### config.mk
export PLATFORM = sky130hd
export DESIGN_NAME = lhdf_ctrl
export DESIGN_NICKNAME = d
export VERILOG_FILES = /design/src/hw/rtl/lhdf_pkg.sv /design/src/hw/rtl/lhdf_ctrl.sv
export SDC_FILE = /design/constraint.sdc
export NUM_CORES = 1
export LEC_CHECK = 0
export ABC_AREA = 1
export BUFFER_PORTS_ARGS = -buffer_cell sky130_fd_sc_hd__buf_2
export CORE_MARGIN = 5
export CORE_UTILIZATION = 55
export CTS_BUF_LIST = sky130_fd_sc_hd__clkbuf_4 sky130_fd_sc_hd__clkbuf_8
export CTS_CLUSTER_SIZE = 25
export DETAILED_ROUTE_END_ITERATION = 10
export PLACE_DENSITY = 0.81
export SLEW_MARGIN = 20
export SYNTH_ARGS = -nofsm -noshare
export SYNTH_HDL_FRONTEND = slang
export SYNTH_SLANG_ARGS = --single-unit
### constraint.sdc
create_clock -name clk -period 1.9 [get_ports clk]
set_input_delay 0.095 -clock clk [delete_from_list [all_inputs] [get_ports clk]]
set_output_delay 0.095 -clock clk [all_outputs]
set_load 0.02 [all_outputs]
### src/hw/rtl/lhdf_pkg.sv
// Shared constants, command/status types and helper functions for the distinct filter.
`timescale 1ns / 1ps
package lhdf_pkg;

	localparam int MAX_BUCKETS = 256;
	localparam int MAX_PAGES   = 8;
	localparam int PAGE_SLOTS  = 64;

	localparam int REC_W     = 32;
	localparam int CAP_W     = 7;
	localparam int CAP_RESET = 16;

	localparam int BKW = $clog2(MAX_BUCKETS);
	localparam int PGW = $clog2(MAX_PAGES);
	localparam int SLW = $clog2(PAGE_SLOTS);
	localparam int NPW = $clog2(MAX_PAGES + 1);
	localparam int FW  = $clog2(PAGE_SLOTS + 1);
	localparam int BCW = $clog2(MAX_BUCKETS + 1);

	localparam int STORE_DEPTH = MAX_BUCKETS * MAX_PAGES * PAGE_SLOTS;
	localparam int FILL_DEPTH  = MAX_BUCKETS * MAX_PAGES;
	localparam int MV_DEPTH    = MAX_PAGES * PAGE_SLOTS;
	localparam int SAW  = $clog2(STORE_DEPTH);
	localparam int FAW  = $clog2(FILL_DEPTH);
	localparam int MAW  = $clog2(MV_DEPTH);
	localparam int MCW  = $clog2(MV_DEPTH + 1);
	localparam int TOTW = $clog2(STORE_DEPTH + 1);
	localparam int PRODW = FW + BCW;
	localparam int CMPW  = TOTW + 2;

	typedef enum logic [4:0] {
		OP_NONE,
		OP_CLEAR,
		OP_LOAD_IN,
		OP_PIB_RD,
		OP_PIB_LATCH,
		OP_FILL_RD,
		OP_FILL_LATCH,
		OP_REC_STEP,
		OP_PAGE_END,
		OP_PL_NEW,
		OP_PL_FILL,
		OP_BK_SP,
		OP_EMIT,
		OP_PROD,
		OP_SPLIT_BEGIN,
		OP_SPLIT_MID,
		OP_MV_RD,
		OP_MV_LATCH,
		OP_MV_NEXT,
		OP_SPLIT_END
	} dp_op_t;

	typedef struct packed {
		dp_op_t op;
	} dp_cmd_t;

	typedef struct packed {
		logic clr_last;
		logic pg_end;
		logic page_done;
		logic hit;
		logic room;
		logic ok;
		logic out_free;
		logic split_need;
		logic gather;
		logic tgt_sp;
		logic mv_done;
	} dp_status_t;

	// Bucket address: low bits under the next power of two, top bit dropped if past the count.
	function automatic logic [BKW-1:0] bucket_of(input logic [REC_W-1:0] rec,
		input logic [BCW-1:0] bc);
		logic [BCW-1:0] mask;
		logic [BCW-1:0] a;
		mask = bc - 1'b1;
		for (int i = 1; i < BCW; i = i * 2) begin
			mask = mask | (mask >> i);
		end
		a = rec[BCW-1:0] & mask;
		if (a >= bc) begin
			a = a & (mask >> 1);
		end
		if (a >= BCW'(MAX_BUCKETS)) begin
			a = '0;
		end
		return a[BKW-1:0];
	endfunction

	function automatic logic [FW-1:0] cap_eff(input logic [CAP_W-1:0] c);
		if (c == '0) begin
			return FW'(1);
		end
		if (int'(c) > PAGE_SLOTS) begin
			return FW'(PAGE_SLOTS);
		end
		return FW'(c);
	endfunction

endpackage

### src/hw/rtl/lhdf_ctrl.sv
// Controller: sequences clear, lookup, insert, emit and bucket split.
`timescale 1ns / 1ps
module lhdf_ctrl import lhdf_pkg::*; (
	input  logic       clk,
	input  logic       arst_n,
	input  logic       in_valid,
	output logic       in_ready,
	input  dp_status_t st,
	output dp_cmd_t    cmd
);

	typedef enum logic [4:0] {
		S_CLEAR,
		S_IDLE,
		S_SC_PIB_RD,
		S_SC_PIB,
		S_SC_PAGE,
		S_SC_FILL,
		S_SC_REC,
		S_PL_PIB_RD,
		S_PL_PIB,
		S_PL_TEST,
		S_PL_FILL,
		S_PL_DONE,
		S_EMIT,
		S_CHK,
		S_SPLIT_CHK,
		S_SPLIT_MID,
		S_MV_CHECK,
		S_MV_LATCH,
		S_MV_TEST,
		S_MV_NEXT
	} state_t;

	// what the running place is for
	typedef enum logic [1:0] {
		CTX_INS,
		CTX_MVT,
		CTX_MVS
	} ctx_t;

	state_t state_q, state_d;
	ctx_t   ctx_q, ctx_d;

	always_comb begin
		state_d = state_q;
		ctx_d   = ctx_q;
		cmd.op  = OP_NONE;
		unique case (state_q)
			S_CLEAR: begin
				cmd.op = OP_CLEAR;
				if (st.clr_last) begin
					state_d = S_IDLE;
				end
			end
			S_IDLE: begin
				if (in_valid) begin
					cmd.op  = OP_LOAD_IN;
					state_d = S_SC_PIB_RD;
				end
			end
			S_SC_PIB_RD: begin
				cmd.op  = OP_PIB_RD;
				state_d = S_SC_PIB;
			end
			S_SC_PIB: begin
				cmd.op  = OP_PIB_LATCH;
				state_d = S_SC_PAGE;
			end
			S_SC_PAGE: begin
				if (st.pg_end) begin
					if (st.gather) begin
						state_d = S_SPLIT_MID;
					end else begin
						ctx_d   = CTX_INS;
						state_d = S_PL_PIB_RD;
					end
				end else begin
					cmd.op  = OP_FILL_RD;
					state_d = S_SC_FILL;
				end
			end
			S_SC_FILL: begin
				cmd.op  = OP_FILL_LATCH;
				state_d = S_SC_REC;
			end
			S_SC_REC: begin
				if (st.hit) begin
					state_d = S_IDLE;
				end else if (st.page_done) begin
					cmd.op  = OP_PAGE_END;
					state_d = S_SC_PAGE;
				end else begin
					cmd.op = OP_REC_STEP;
				end
			end
			S_PL_PIB_RD: begin
				cmd.op  = OP_PIB_RD;
				state_d = S_PL_PIB;
			end
			S_PL_PIB: begin
				cmd.op  = OP_PIB_LATCH;
				state_d = S_PL_TEST;
			end
			S_PL_TEST: begin
				if (st.pg_end) begin
					cmd.op  = OP_PL_NEW;
					state_d = S_PL_DONE;
				end else begin
					cmd.op  = OP_FILL_RD;
					state_d = S_PL_FILL;
				end
			end
			S_PL_FILL: begin
				cmd.op  = OP_PL_FILL;
				state_d = st.room ? S_PL_DONE : S_PL_TEST;
			end
			S_PL_DONE: begin
				unique case (ctx_q)
					CTX_INS: state_d = S_EMIT;
					CTX_MVT: begin
						if (st.ok) begin
							state_d = S_MV_NEXT;
						end else begin
							cmd.op  = OP_BK_SP;
							ctx_d   = CTX_MVS;
							state_d = S_PL_PIB_RD;
						end
					end
					CTX_MVS: state_d = S_MV_NEXT;
					default: state_d = S_MV_NEXT;
				endcase
			end
			S_EMIT: begin
				if (st.out_free) begin
					cmd.op  = OP_EMIT;
					state_d = S_CHK;
				end
			end
			S_CHK: begin
				cmd.op  = OP_PROD;
				state_d = S_SPLIT_CHK;
			end
			S_SPLIT_CHK: begin
				if (st.split_need) begin
					cmd.op  = OP_SPLIT_BEGIN;
					state_d = S_SC_PIB_RD;
				end else begin
					state_d = S_IDLE;
				end
			end
			S_SPLIT_MID: begin
				cmd.op  = OP_SPLIT_MID;
				state_d = S_MV_CHECK;
			end
			S_MV_CHECK: begin
				if (st.mv_done) begin
					cmd.op  = OP_SPLIT_END;
					state_d = S_IDLE;
				end else begin
					cmd.op  = OP_MV_RD;
					state_d = S_MV_LATCH;
				end
			end
			S_MV_LATCH: begin
				cmd.op  = OP_MV_LATCH;
				state_d = S_MV_TEST;
			end
			S_MV_TEST: begin
				ctx_d   = st.tgt_sp ? CTX_MVS : CTX_MVT;
				state_d = S_PL_PIB_RD;
			end
			S_MV_NEXT: begin
				cmd.op  = OP_MV_NEXT;
				state_d = S_MV_CHECK;
			end
			default: state_d = S_IDLE;
		endcase
	end

	always_ff @(posedge clk or negedge arst_n) begin
		if (!arst_n) begin
			state_q <= S_CLEAR;
			ctx_q   <= CTX_INS;
		end else begin
			state_q <= state_d;
			ctx_q   <= ctx_d;
		end
	end

	assign in_ready = state_q == S_IDLE;

endmodule

# Word-level counts from Yosys, hierarchy flattened
# Index checks and enable logic that the tools add are counted.
# classes
eq_ne	28
n_mux	31
reduce_logical	8
# op_table
operator	n
case mux 5 bit (19 select lines)	1
case mux 5 bit (17 select lines)	1
equality test 5 x 4 -> 1 bit (second input constant)	8
two-way mux 5 bit	8
two-way mux 4 bit	8
equality test 5 x 3 -> 1 bit (second input constant)	4
equality test 5 bit (second input constant)	4
two-way mux 2 bit	9
!= test 2 bit (second input constant)	7
equality test 5 x 2 -> 1 bit (second input constant)	2
case mux 5 bit (2 select lines)	1
case mux 2 bit (3 select lines)	1
OR reduction 2 bit	3
equality test 5 x 1 -> 1 bit (second input constant)	1
zero test 5 bit	1
AND reduction 5 bit	1
AND reduction 4 bit	1
two-way mux 3 bit	1
!= test 3 bit (second input constant)	1
nonzero test 3 bit	1
equality test 2 x 1 -> 1 bit (second input constant)	1
zero test 2 bit	1
two-way mux 1 bit	1
# word_totals
regBits	7
inputBits	14
output_inout_bits	6
elab_cells	69

# Longest topological paths before layout
# depth
word_depth	3
depth_mapped	11
mapped_depth_nobuf	11

# Worst setup path before layout
# OpenSTA, ideal clock, no wires.
# synth_path
path_kind	reg-to-output
startpoint	reg state_q[3]
endpoint	out cmd[1] (netlist bit)
arrival_ns	1.341
required_ns	1.805
path_slack_ns	0.464
path_stages_with_launch	6
path_buffers	0
path_cell_list	dfrtp_1 > nor2_2 > nand3_1 > inv_1 > a22oi_1 > nand4_1
# synth_rtl
element	line_no	text
from (decl)	lhdf_ctrl.sv:42	state_t state_q, state_d;
from (signal assigned)	lhdf_ctrl.sv:186	state_q <= state_d;
to (decl)	lhdf_ctrl.sv:9	output dp_cmd_t cmd

==> results.py <==
metrics = {
    "worst_setup_path": {
        "start_kind": "flop",
        "path_common_cell": "nand2_1",
        "arrival_ps": 1740,
        "worst-path-buf-inv": 1,
        "worstSetupPathType": "reg2out",
        "crit_required_ps": 1800,
        "cp_slowest_cell": "dfrtp_2",
        "crit_path_cell_trace": "nand2_1 > nor2_2 > nand2_1 > o21ai_0 > nor3_1 > nand4_1 > buf_2",
        "max_stage_delay_ps": 470,
        "worst_setup_path_end_kind": "output port",
        "cp_top_family": "simple AND/OR/NAND/NOR gates",
        "crit_fanout": 7,
    },
    "synth": {
        "ys_seq_area_frac": 0.207,
        "syn-cell-area_um2": 846,
        "yosysWarningCount": 0,
        "synth_fp_nets": 167,
        "synth_cell_type_count": 22,
        "ys.flop_type": "dfrtp_1",
        "netlist.top_cell.by_area": "dfrtp_1",
        "synthTopCellsByCount": "nand2_1 (41), nor2_1 (21), nand3_1 (20)",
        "syn_avg_cell_area_um2": 5.53,
        "postSynthCellCount": 153,
        "synth.most_common_cell": "nand2_1",
        "synth_seq_cells": 7,
        "yosys-top-cells-area": "dfrtp_1 (21%), nand2_1 (18%), nand3_1 (12%)",
        "synth_edf_count": 0,
        "synth_top_area_share": 0.207,
        "synthArstFlopShare": 1.00,
    },
    "routing": {
        "drc_errors": 0,
        "wl_per_cell_um": 13.6,
        "routed_wl_mm": 2.65,
        "via_count": 1134,
        "first_iter_violations": 89,
        "final_antenna_net_count": 0,
        "vias_per_cell": 5.85,
        "dr.pass1.iters": 5,
    },
    "die": {
        "die_w_um": 49.2,
        "core-area_mm2": 0.00149,
        "ioPinCount": 20,
        "rows": 14,
        "die_h_um": 49.2,
        "die_area_mm2": 0.00242,
        "start_util": 0.568,
    },
    "power": {
        "p_leak_nw": 0.604,
        "clkPwrFrac": 0.088,
        "p_int_w": 0.000747,
        "netSwitchingPower_w": 0.000974,
        "vdd_drop_max_v": 0.00122,
        "p_total_w": 0.00172,
        "seq_power_share": 0.197,
        "p_comb_frac": 0.714,
        "powerDensity_mw_per_mm2": 1630,
        "sw_frac_of_total": 0.566,
    },
    "sta": {
        "rsz0062_at_grt": "yes",
        "hold_viol": 0,
        "slew_headroom": 0.770,
        "finalWorstPathRequiredPeriod_ps": 1840,
        "fin_crit_sh": 0.967,
        "timing.hold.ws_ps": 25.1,
        "setup_viol": 0,
        "skew_ps": 0.181,
        "fmax_ghz": 0.544,
        "report.final.slew_viol_count": 0,
        "tightest_slew_ps": 341,
    },
    "clock_tree": {
        "cts_sinks": 7,
        "clkTransAtPathRegs_ps": 50,
        "cts_tree": "yes",
        "clockRootBuffer": "clkbuf_4",
        "clk_latency_ps": 260,
        "cts_buffers": 3,
        "h-tree-depth": 1,
        "clk_path_buf_depth": 2,
    },
    "final_layout": {
        "nets": 193,
        "post-route-util": 0.711,
        "seq_area_um2": 180,
        "syn2layout_area_growth_pct": 25.1,
        "drive_above_1_share": 0.281,
        "antenna_cells": 0,
        "multiInputGateArea_um2": 608,
        "fillers": 148,
    },
    "global_routing": {
        "grt_pass1_vias": 975,
        "grt_max_degree": 11,
        "grt_pass1_wl_mm": 4.26,
        "antenna_found_initial": 0,
        "grt_use_total": 0.225,
        "gr-total-overflow": 0,
    },
    "run": {
        "maxCapViolations": 0,
    },
    "run_status": {
        "outcome": "finished, final reports clean",
    },
    "placement": {
        "port_buffers": 19,
        "place_congestion": 1.01,
        "hpwl_mm": 2.12,
    },
    "hold_path": {
        "hold_class": "in2reg",
    },
}
-- final timing paths --
kind                       slack [ps]         end        from  cells after the start
min reg2reg                       540    ctx_q[0]    ctx_q[0]                      2
max reg2reg                       370  state_q[0]  state_q[1]                      9
max in group asynchronous        1540  state_q[0]      arst_n                      2
max                                60      cmd[1]  state_q[0]                      7
min                                30    ctx_q[0]       st[1]                      2
min in group asynchronous         190    ctx_q[0]      arst_n                      2
-- state kept, by name, indices dropped and copies added, names as in the netlist --
register / count
ctx_q: 2
state_q: 5
-- power by group through the flow --
stage | logic (W) | clock network (W) | registers [W]
after CTS | 0.00115 | 0.000158 | 0.000324
after global placement | 0.00113 | 0 | 0.000319
after detailed placement | 0.00113 | 0 | 0.000319
after global routing | 0.00136 | 0.000175 | 0.000352
final | 0.00123 | 0.000152 | 0.000340
after floorplan | 0.000879 | 0 | 0.000271
-- stage by stage --
step | instance area, um2 | setup WS [ps] | instances | TNS (ps)
5_1_grt | 1060 | -7.29 | 194 | -12.6
3_3_place_gp | 951 | 243 | 186 | 0
3_5_place_dp | 951 | 255 | 186 | 0
4_1_cts | 1000 | 8.26 | 191 | 0
6_report | 1060 | 62.8 | 194 | 0
2_1_floorplan | 846 | 464 | 153 | 0
-- routing by layer --
| metal | up-vias | share of wire | track usage |
|---|---|---|---|
| li1 | 553 | - | - |
| met1 | 493 | 0.41 | 0.296 |
| met2 | 84 | 0.45 | 0.345 |
| met3 | 4 | 0.14 | 0.0673 |
| met4 | 0 | 0.0079 | 0.0762 |
| met5 | - | 0 | 0 |
-- placed cells by master, fill, tap and decap left out, drive strengths merged, types with 2 or more instances in the layout --
| cell type | count |
|---|---|
| buf | 22 |
| dfrtp | 7 |
| nor2 | 27 |
| o21ai | 8 |
| o221ai | 2 |
| nor3 | 5 |
| clkbuf | 4 |
| nand4 | 5 |
| inv | 24 |
| nand3 | 22 |
| nand2 | 41 |
| a21oi | 4 |
-- cell type report --
type	count	area share
multi-input cells	120	0.574
clock buffers	4	0.0284
repair buffers	23	0.121
flip-flops and latches	7	0.170
well taps	16	0.0189
inverters	24	0.0875
-- repair_timing --
item                                   CTS  global route
buffers inserted                         0             3
endpoints found under the hold margin    7             0
pin swaps                                0             1
setup endpoints to repair                3             4
gates resized for setup                  3            10
hold buffers                             1             0
-- cell families (layout without fill, tap and decap cells) --
logic type      count (synthesis)  in the layout  share of synthesized area
compound gates                 17             17                      0.117
buf+inv                        26             51                      0.118
simple gates                  103            103                      0.558
flops                           7              7                      0.207
Power figures use the tool's default switching activity.
